File: src/design/rtef_pkg.sv
// ----------------------------------------------------------------------------
// rtef_pkg
// Shared types and constants for the ray/tetrahedron exit-face finder.
// ----------------------------------------------------------------------------
package rtef_pkg;

  localparam int CW = 32;
  localparam int QB = 30;
  localparam logic signed [CW-1:0] DIST_MAX = {1'b0, {(CW-1){1'b1}}};
  localparam logic signed [CW-1:0] DIST_MIN = {1'b1, {(CW-1){1'b0}}};
  localparam int DW = 64;
  localparam int QW = 66;
  localparam logic [6:0] DIV_STEPS = 7'(QW);

  typedef enum logic [3:0] {
    ST_IDLE,
    ST_COS,
    ST_HGT,
    ST_DIV,
    ST_UPD,
    ST_OUT
  } state_t;

  typedef struct packed {
    logic start;
    logic busy;
    logic done;
  } div_ctl_t;

endpackage

File: src/design/rtef_mac.sv
// ----------------------------------------------------------------------------
// rtef_mac
// Shared multiply-accumulate unit: one 32x32 product per cycle into a wide sum.
// ----------------------------------------------------------------------------
module rtef_mac (
  input  logic                          clk,
  input  logic                          clr,
  input  logic                          en,
  input  logic signed [rtef_pkg::CW-1:0] a,
  input  logic signed [rtef_pkg::CW-1:0] b,
  output logic signed [67:0]            acc
);
  import rtef_pkg::*;

  logic signed [63:0] prod;

  always_ff @(posedge clk) begin
    prod <= a * b;
  end

  always_ff @(posedge clk) begin
    if (clr) begin
      acc <= '0;
    end else if (en) begin
      acc <= acc + 68'(prod);
    end
  end

endmodule

File: src/design/rtef_div.sv
// ----------------------------------------------------------------------------
// rtef_div
// Restoring divider, one quotient bit per cycle, unsigned magnitudes.
// ----------------------------------------------------------------------------
module rtef_div (
  input  logic                   clk,
  input  logic                   rst,
  input  logic                   start,
  input  logic [rtef_pkg::QW-1:0] num,
  input  logic [rtef_pkg::DW-1:0] den,
  output logic [rtef_pkg::QW-1:0] quo,
  output rtef_pkg::div_ctl_t     ctl
);
  import rtef_pkg::*;

  logic [QW-1:0] n;
  logic [DW:0]   r;
  logic [6:0]    cnt;
  logic [DW:0]   trial;
  logic          done;

  assign trial = {r[DW-1:0], n[QW-1]} - {1'b0, den};

  always_ff @(posedge clk) begin
    if (rst) begin
      cnt <= '0;
      done <= 1'b0;
    end else begin
      done <= 1'b0;
      if (start) begin
        cnt <= DIV_STEPS;
      end else if (cnt != 0) begin
        cnt <= cnt - 7'd1;
        if (cnt == 7'd1) done <= 1'b1;
      end
    end
  end

  always_ff @(posedge clk) begin
    if (start) begin
      n <= num;
      r <= '0;
    end else if (cnt != 0) begin
      if (!trial[DW]) begin
        r <= trial;
        n <= {n[QW-2:0], 1'b1};
      end else begin
        r <= {r[DW-1:0], n[QW-1]};
        n <= {n[QW-2:0], 1'b0};
      end
    end
  end

  assign quo = n;
  assign ctl = {start, cnt != 0, done};

endmodule

File: src/design/ray_tetrahedron_exit_face.sv
// ----------------------------------------------------------------------------
// ray_tetrahedron_exit_face
// Iterative exit-face finder: shared MAC for dot products, serial divider.
// ----------------------------------------------------------------------------
// channel | direction | fields
// in      | input     | pos, dir, normal, plane_offset, face_number, last_face
// out     | output    | hit, exit_face, distance, exit_cosine
// Each word runs the cosine, then the height on the shared multiplier, then the
// one-bit-per-cycle divider, then update and idle. Faces with non-negative
// cosine skip height and divide and go straight to update.
// in_stall is high while a word is in work; a last word holds in update while
// the previous result waits on out_stall.
// rst is synchronous and clears the running minimum.
module ray_tetrahedron_exit_face (
  input  logic               clk,
  input  logic               rst,
  input  logic               in_valid,
  output logic               in_stall,
  input  logic signed [31:0] pos_x,
  input  logic signed [31:0] pos_y,
  input  logic signed [31:0] pos_z,
  input  logic signed [31:0] dir_x,
  input  logic signed [31:0] dir_y,
  input  logic signed [31:0] dir_z,
  input  logic signed [31:0] normal_x,
  input  logic signed [31:0] normal_y,
  input  logic signed [31:0] normal_z,
  input  logic signed [31:0] plane_offset,
  input  logic [1:0]         face_number,
  input  logic               last_face,
  output logic               out_valid,
  input  logic               out_stall,
  output logic               hit,
  output logic [1:0]         exit_face,
  output logic signed [31:0] distance,
  output logic signed [30:0] exit_cosine
);
  import rtef_pkg::*;

  state_t state, state_next;
  logic [2:0] step;
  logic signed [31:0] px, py, pz, dx, dy, dz, nx, ny, nz, off;
  logic [1:0] face;
  logic last;
  logic signed [31:0] ma, mb;
  logic mclr, men;
  logic signed [67:0] acc;
  logic signed [37:0] cosv;
  logic signed [39:0] hgt;
  logic signed [31:0] best_distance;
  logic [1:0] best_face;
  logic signed [31:0] best_cosine;
  logic found_any;
  logic div_start;
  logic [QW-1:0] div_num, quo;
  logic [DW-1:0] div_den;
  div_ctl_t dctl;
  logic neg;
  logic [QW:0] mag;
  logic signed [31:0] s;
  logic accept;
  logic upd_go;

  assign accept = in_valid && !in_stall;
  assign in_stall = state != ST_IDLE;
  assign upd_go = state == ST_UPD && !(last && out_valid && out_stall);

  rtef_mac u_mac (.clk(clk), .clr(mclr), .en(men), .a(ma), .b(mb), .acc(acc));

  always_comb begin
    ma = nx; mb = dx;
    case (step)
      3'd1: begin ma = ny; mb = (state == ST_COS) ? dy : py; end
      3'd2: begin ma = nz; mb = (state == ST_COS) ? dz : pz; end
      default: begin ma = nx; mb = (state == ST_COS) ? dx : px; end
    endcase
  end

  always_comb begin
    mclr = accept || (state == ST_COS && step == 3'd4);
    men = (state == ST_COS || state == ST_HGT) && step >= 3'd1 && step <= 3'd3;
  end

  always_comb begin
    state_next = state;
    case (state)
      ST_IDLE: if (accept) state_next = ST_COS;
      ST_COS: if (step == 3'd4) state_next = acc < 0 ? ST_HGT : ST_UPD;
      ST_HGT: if (step == 3'd5) state_next = ST_DIV;
      ST_DIV: if (dctl.done) state_next = ST_UPD;
      ST_UPD: if (upd_go) state_next = ST_IDLE;
      default: state_next = ST_IDLE;
    endcase
  end

  always_ff @(posedge clk) begin
    if (rst) begin
      state <= ST_IDLE;
      step <= '0;
    end else begin
      state <= state_next;
      step <= (state_next != state) ? 3'd0 : step + 3'd1;
    end
  end

  always_ff @(posedge clk) begin
    if (accept) begin
      px <= pos_x; py <= pos_y; pz <= pos_z;
      dx <= dir_x; dy <= dir_y; dz <= dir_z;
      nx <= normal_x; ny <= normal_y; nz <= normal_z;
      off <= plane_offset; face <= face_number; last <= last_face;
    end
    if (state == ST_COS && step == 3'd4) cosv <= 38'(acc >>> QB);
    if (state == ST_HGT && step == 3'd4) hgt <= 40'(acc >>> QB) + 40'(off);
  end

  assign neg = hgt > 0;
  assign div_start = state == ST_HGT && step == 3'd5;

  always_comb begin
    logic [39:0] hm;
    hm = neg ? 40'(hgt) : 40'(-hgt);
    div_num = QW'({hm, 30'd0});
    div_den = DW'(-cosv);
  end

  rtef_div u_div (.clk(clk), .rst(rst), .start(div_start), .num(div_num),
                  .den(div_den), .quo(quo), .ctl(dctl));

  always_comb begin
    mag = {1'b0, quo};
    s = DIST_MAX;
    if (!neg) begin
      if (mag > (QW+1)'(DIST_MAX)) s = DIST_MAX;
      else s = 32'(mag);
    end else begin
      if (mag >= (QW+1)'(33'h080000000)) s = DIST_MIN;
      else s = 32'(-mag);
    end
  end

  always_ff @(posedge clk) begin
    if (rst) begin
      best_distance <= DIST_MAX; best_face <= '0;
      best_cosine <= '0; found_any <= 1'b0;
      out_valid <= 1'b0;
    end else begin
      if (out_valid && !out_stall && !(upd_go && last)) out_valid <= 1'b0;
      if (upd_go) begin
        logic take;
        logic signed [31:0] bd;
        logic [1:0] bf;
        logic signed [31:0] bc;
        logic fa;
        take = cosv < 0 && (!found_any || s < best_distance);
        bd = take ? s : best_distance;
        bf = take ? face : best_face;
        bc = take ? (cosv < -38'sd1073741824 ? -32'sd1073741824 : 32'(cosv))
                  : best_cosine;
        fa = found_any || take;
        if (last) begin
          out_valid <= 1'b1;
          hit <= fa;
          exit_face <= fa ? bf : 2'd0;
          distance <= fa ? bd : DIST_MAX;
          exit_cosine <= fa ? 31'(bc) : 31'd0;
          best_distance <= DIST_MAX; best_face <= '0;
          best_cosine <= '0; found_any <= 1'b0;
        end else begin
          best_distance <= bd; best_face <= bf;
          best_cosine <= bc; found_any <= fa;
        end
      end
    end
  end

`ifndef SYNTHESIS
  a_div_only_in_div: assert property (@(posedge clk) disable iff (rst)
    dctl.done |-> state == ST_DIV) else $error("divider done outside divide");
  a_no_accept_busy: assert property (@(posedge clk) disable iff (rst)
    state != ST_IDLE |-> in_stall) else $error("accept while busy");
  a_cos_clamp: assert property (@(posedge clk) disable iff (rst)
    found_any |-> best_cosine < 0 && best_cosine >= -32'sd1073741824)
    else $error("stored cosine out of range");
`endif

endmodule

File: config.mk
export PLATFORM = sky130hd
export DESIGN_NAME = ray_tetrahedron_exit_face
export DESIGN_NICKNAME = d
export VERILOG_FILES = /design/src/design/rtef_pkg.sv /design/src/design/rtef_mac.sv /design/src/design/rtef_div.sv /design/src/design/ray_tetrahedron_exit_face.sv
export SDC_FILE = /design/constraint.sdc
export NUM_CORES = 2
export LEC_CHECK = 0
export BUFFER_PORTS_ARGS = -buffer_cell sky130_fd_sc_hd__buf_2
export CAP_MARGIN = 20
export CORE_MARGIN = 2
export CORE_UTILIZATION = 46
export CTS_CLUSTER_DIAMETER = 30
export DETAILED_ROUTE_END_ITERATION = 6
export PLACE_DENSITY = 0.72
export SYNTH_ARGS = -nofsm -noshare
export SYNTH_HDL_FRONTEND = slang
export SYNTH_HIERARCHICAL = 1
export SYNTH_SLANG_ARGS = --single-unit
File: constraint.sdc
create_clock -name clk -period 34.5 [get_ports clk]
set_input_delay 8.625 -clock clk [delete_from_list [all_inputs] [get_ports clk]]
set_output_delay 8.625 -clock clk [all_outputs]
set_load 0.02 [all_outputs]
After elaboration in Yosys (flattened, before gate mapping)
Index checks and enable logic that the tools add are counted.
{"block": "op_classes", "addsub": 8, "n_mul": 1, "n_lt_le_gt_ge": 9, "n_eq_ne": 10, "n_mux": 34, "n_bitwise": 2, "n_reduce_logical": 30}
{"op": "32-bit two-way mux", "n": 8}
{"op": "66-bit two-way mux", "n": 2}
{"op": "32-bit one-hot mux with 2 select lines", "n": 2}
{"op": "31-bit two-way mux", "n": 3}
{"op": "68-bit by 64-bit adder with 68-bit output", "n": 1}
{"op": "68-bit by 1-bit < comparator with 1-bit output, second input constant", "n": 1}
{"op": "66-bit by 32-bit >= comparator with 1-bit output, second input constant", "n": 1}
{"op": "66-bit by 31-bit > comparator with 1-bit output, second input constant", "n": 1}
{"op": "65-bit by 64-bit subtractor with 65-bit output", "n": 1}
{"op": "32-bit by 32-bit multiplier with 64-bit output", "n": 1}
{"op": "64-bit two-way mux", "n": 1}
{"op": "38-bit negation with 64-bit output", "n": 1}
{"op": "38-bit by 32-bit adder with 39-bit output", "n": 1}
{"op": "39-bit by 1-bit > comparator with 1-bit output, second input constant", "n": 1}
{"op": "38-bit by 1-bit < comparator with 1-bit output, second input constant", "n": 1}
{"op": "38-bit by 31-bit < comparator with 1-bit output, second input constant", "n": 1}
{"op": "36-bit two-way mux", "n": 1}
{"op": "36-bit negation", "n": 1}
{"op": "32-bit < comparator", "n": 1}
{"op": "32-bit negation", "n": 1}
{"op": "4-bit two-way mux", "n": 5}
{"op": "4-bit one-hot mux with 5 select lines", "n": 1}
{"op": "7-bit two-way mux", "n": 2}
{"op": "1-bit logical AND", "n": 13}
{"op": "other kinds (25)", "n": 42}
{"block": "totals", "regBits": 810, "inputBits": 327, "output_inout_bits": 68, "elab_cells": 127}

Longest topological paths before layout
{"block": "logic_depth", "depth_word": 10, "mapped_depth": 38, "mapped_depth_nobuf": 34}

Modules after synthesis
Netlist, hierarchy kept.
{"mod": "rtef_mac", "n_inst": 1, "cells_per_inst": 4828, "area_per_inst_um2": 43942.1, "seq_area_each_um2": 2642.5}
{"mod": "ray_tetrahedron_exit_face", "n_inst": 1, "cells_per_inst": 2032, "area_per_inst_um2": 24703.7, "seq_area_each_um2": 15474.8}
{"mod": "rtef_div", "n_inst": 1, "cells_per_inst": 1130, "area_per_inst_um2": 10048.4, "seq_area_each_um2": 3423.3}

Worst setup path after synthesis
Ideal clock, no wire load.
{"block": "synth_path", "kind": "input-to-reg", "start": "input in_valid", "end": "register u_mac.acc[18]", "setup_time_ns": 0.128, "arrival_ns": 17.783, "required_time_ns": 34.372, "setup_slack_ns": 16.590, "stages": 6, "path_buffers": 3, "path_cell_list": "and3_1 -> or2_2 -> clkbuf_1 -> clkbuf_1 -> clkbuf_1 -> nor2_1"}
{"block": "synth_between", "elab_chain_len": 2}
{"element": "start: declaration", "line": "ray_tetrahedron_exit_face.sv:17", "text": "input logic in_valid,"}
{"element": "1-bit logical AND", "line": "ray_tetrahedron_exit_face.sv:64", "text": "assign accept = in_valid && !in_stall;"}
{"element": "1-bit logical OR", "line": "ray_tetrahedron_exit_face.sv:80", "text": "mclr = accept || (state == ST_COS && step == 3'd4);"}
{"element": "via mclr", "line": "ray_tetrahedron_exit_face.sv:46", "text": "logic mclr, men;"}
{"element": "end signal: assignment", "line": "rtef_mac.sv:25", "text": "acc <= acc + 68'(prod);"}
{"element": "end: declaration", "line": "rtef_mac.sv:11", "text": "output logic signed [67:0] acc"}
The timed path passes the listed nets, and every way through them passes these cells.
A chain may end at the register's enable or synchronous reset.

Worst setup path after layout
{"block": "layout_path", "start": "input in_valid", "end": "register dz[3] (enable)"}
{"block": "layout_between", "elab_chain_len": 1}
{"element": "1-bit logical AND", "line": "ray_tetrahedron_exit_face.sv:64"}
{"element": "via accept", "line": "ray_tetrahedron_exit_face.sv:61", "text": "logic accept;"}
{"element": "end signal: assignment", "line": "ray_tetrahedron_exit_face.sv:109", "text": "dx <= dir_x; dy <= dir_y; dz <= dir_z;"}
{"element": "end: declaration", "line": "ray_tetrahedron_exit_face.sv:42", "text": "logic signed [31:0] px, py, pz, dx, dy, dz, nx, ny, nz, off;"}
The timed path passes the listed nets, and every way through them passes these cells.

==> summary.txt <==
Routing
  • Final routed DRC violation total: 1
  • Routed via count divided by cell count: ~5.6
  • DR WL/cell: 19.46 um
  • Number of detailed-routing iterations run before antenna repair: 7
  • Detailed Route WL: 207.1 mm
  • DR iter-0 viols: 4863
  • Remaining number of nets flagged by the antenna check after routing: 0
  • DR vias: 59220

Worst setup path
  • Startpoint class of the critical path: primary input
  • Critical path data required time: 34.89 ns
  • Element type at the critical path end: flop
  • Worst-case reg-to-reg path depth: 38
  • Setup Crit Path Kind: primary input to flop
  • Arrival time of the worst setup path: roughly 12 ns
  • Maximum fanout along the worst path: 87

Floorplan
  • Effective utilization at floorplan: 0.4638
  • Die area: 0.1744 mm2
  • Ports placed on the boundary: 395
  • Core ar.: 0.1697 mm2
  • Width of the die: 417.6 um
  • Vertical extent of the die: ~420 um
  • # rows: about 150

Global route
  • Vias in the first global route: between 60000 and 70000
  • Global-route congestion overflow total: 0
  • Global-route wire length before repair: 333.6 mm
  • Maximum number of pins on one net before global-route repair: 88
  • Initial antenna violation count: 20
  • Gr usage total: 0.2398

Clock tree
  • Number of buffers inserted by hold repair at cts: 0
  • CTS resizes: 0
  • Clock tree from TritonCTS: yes
  • Number of H-tree levels: 4
  • Clock network latency to the later pin of the worst-skew pair: 0.82 ns
  • Clock buffers created by TritonCTS: 169
  • Number of buffers added for setup after CTS: 0
  • Clock Path Buffers: 3
  • Clock slew at the register clock pins of the worst setup and hold paths: 0.05 ns
  • Root buffer cell: sky130_fd_sc_hd__clkbuf_16
  • Clock Sink Count: 810

STA
  • Max Transition Viols Final: 0
  • Min Tclk post-route: between 10 and 15 ns
  • Slew margin rel.: 0.2575
  • Summed negative setup slack over all endpoints: 0 ns
  • Final period utilization: 0.3343
  • Worst Skew: between 0.08 and 0.09 ns
  • Maximum frequency from static timing analysis: 0.08671 GHz
  • Final Setup Violations: 0
  • Number of hold-slack violations in the final timing report: 0
  • Setup repair after global routing missed its margin: no
  • Actual transition at the worst max-transition pin: roughly 1.1 ns

Min path
  • Hold Path Class: flop to flop
  • Number of cells traversed by the worst hold path: 1

Synthesis
  • Cell area after synthesis: approximately 0.079 mm2
  • Mean Syn Cell Area: around 9.8 um2
  • Yosys Warn Count: 6
  • Gate count of the mapped netlist: ~8000

Run status
  • Violations in the final reports: DRC
  • Status: complete, but fails checks

Job
  • Max capacitance violation total: 0

Finish
  • Share of cells above drive strength 1: 0.1168
  • Nets: 10070
  • Fill cells: 14670
  • Layout overhead on the synthesized area: 13.36%
  • Total area of sequential cells: 0.02154 mm2
  • Combined area of the multi-input logic cells: roughly 0.05 mm2

Placement
  • RD Place Congestion: 0.9222
  • Number of buffer cells added on primary ports: 394
  • Estimated wirelength of the detail-placed design: 158.0 mm
## cell usage in the layout, fill, tap and decap left out, drive strengths merged, types with 43 or more instances in the layout
master and instances:
ha 395, a31oi 86, clkbuf 185, mux2i 76
xor2 91, a22o 69, nand2 850, nor3 107
a211oi 98, clkinv 57, o21a 43, o21ai 205
nor2 328, fa 1085, and2 542, mux2 67
nand4 60, a21oi 354, edfxtp 532, buf 498
dfxtp 278, a22oi 74, inv 1271, a21o 158
xnor2 201, nand3 134
## registers in the layout, summed over array words and instances (netlist names), 38 cells and up
register	count
u_mac/acc	68
u_div/quo	66
u_div/r	64
u_mac/prod	64
hgt	39
cosv	38
## stage by stage
step                        util  setup WS (ns)  hold slack, ns  cells  instance area (um2)
after floorplan                -          16.59          0.4269   8019                78800
after global placement    0.4889          22.27          0.4427  10310                82940
after detailed placement  0.4890          22.20          0.4424  10310                82970
after CTS                 0.5254          23.02          0.4662  10630                89140
after global routing      0.5257          22.69          0.4931  10640                89190
final                     0.5258          22.97          0.4707  10640                89200
## final timing paths
check / startpoint / endpoint / slack [ns]
setup reg to reg: step[0] / u_mac/prod[61] / 23.34
hold reg to reg: best_cosine[30] / best_cosine[30] / 0.47
hold / removal: best_cosine[30] / best_cosine[30] / 0.47
setup / recovery: in_valid / dz[3] / 22.97
## routing by layer
layer | vias up | part of all wire | global-route usage
li1 | 26790 | - | -
met1 | 29480 | 0.41 | 0.3097
met2 | 2495 | 0.47 | 0.3984
met3 | 444 | 0.081 | 0.04772
met4 | 10 | 0.034 | 0.09019
met5 | - | 0.00028 | 0
## worst max-delay path, stage by stage
cell and delay (ns):
sky130_fd_sc_hd__buf_2 0.10, sky130_fd_sc_hd__and3_4 0.55, sky130_fd_sc_hd__buf_4 0.72, sky130_fd_sc_hd__buf_4 0.81, sky130_fd_sc_hd__buf_4 0.96
## area by class of cell
cell class,instances,share of cell area
Multi-Input combinational cell,5536,0.5742
Sequential cell,810,0.2415
Inverter,1248,0.05252
Clock buffer,185,0.04877
Tap cell,2218,0.03111
Timing Repair Buffer,498,0.03110
Clock inverter,133,0.02038
Antenna cell,16,0.0004489
Power is not shown: default switching activity piles up to over one toggle a cycle in this logic, so the estimate is an artifact.
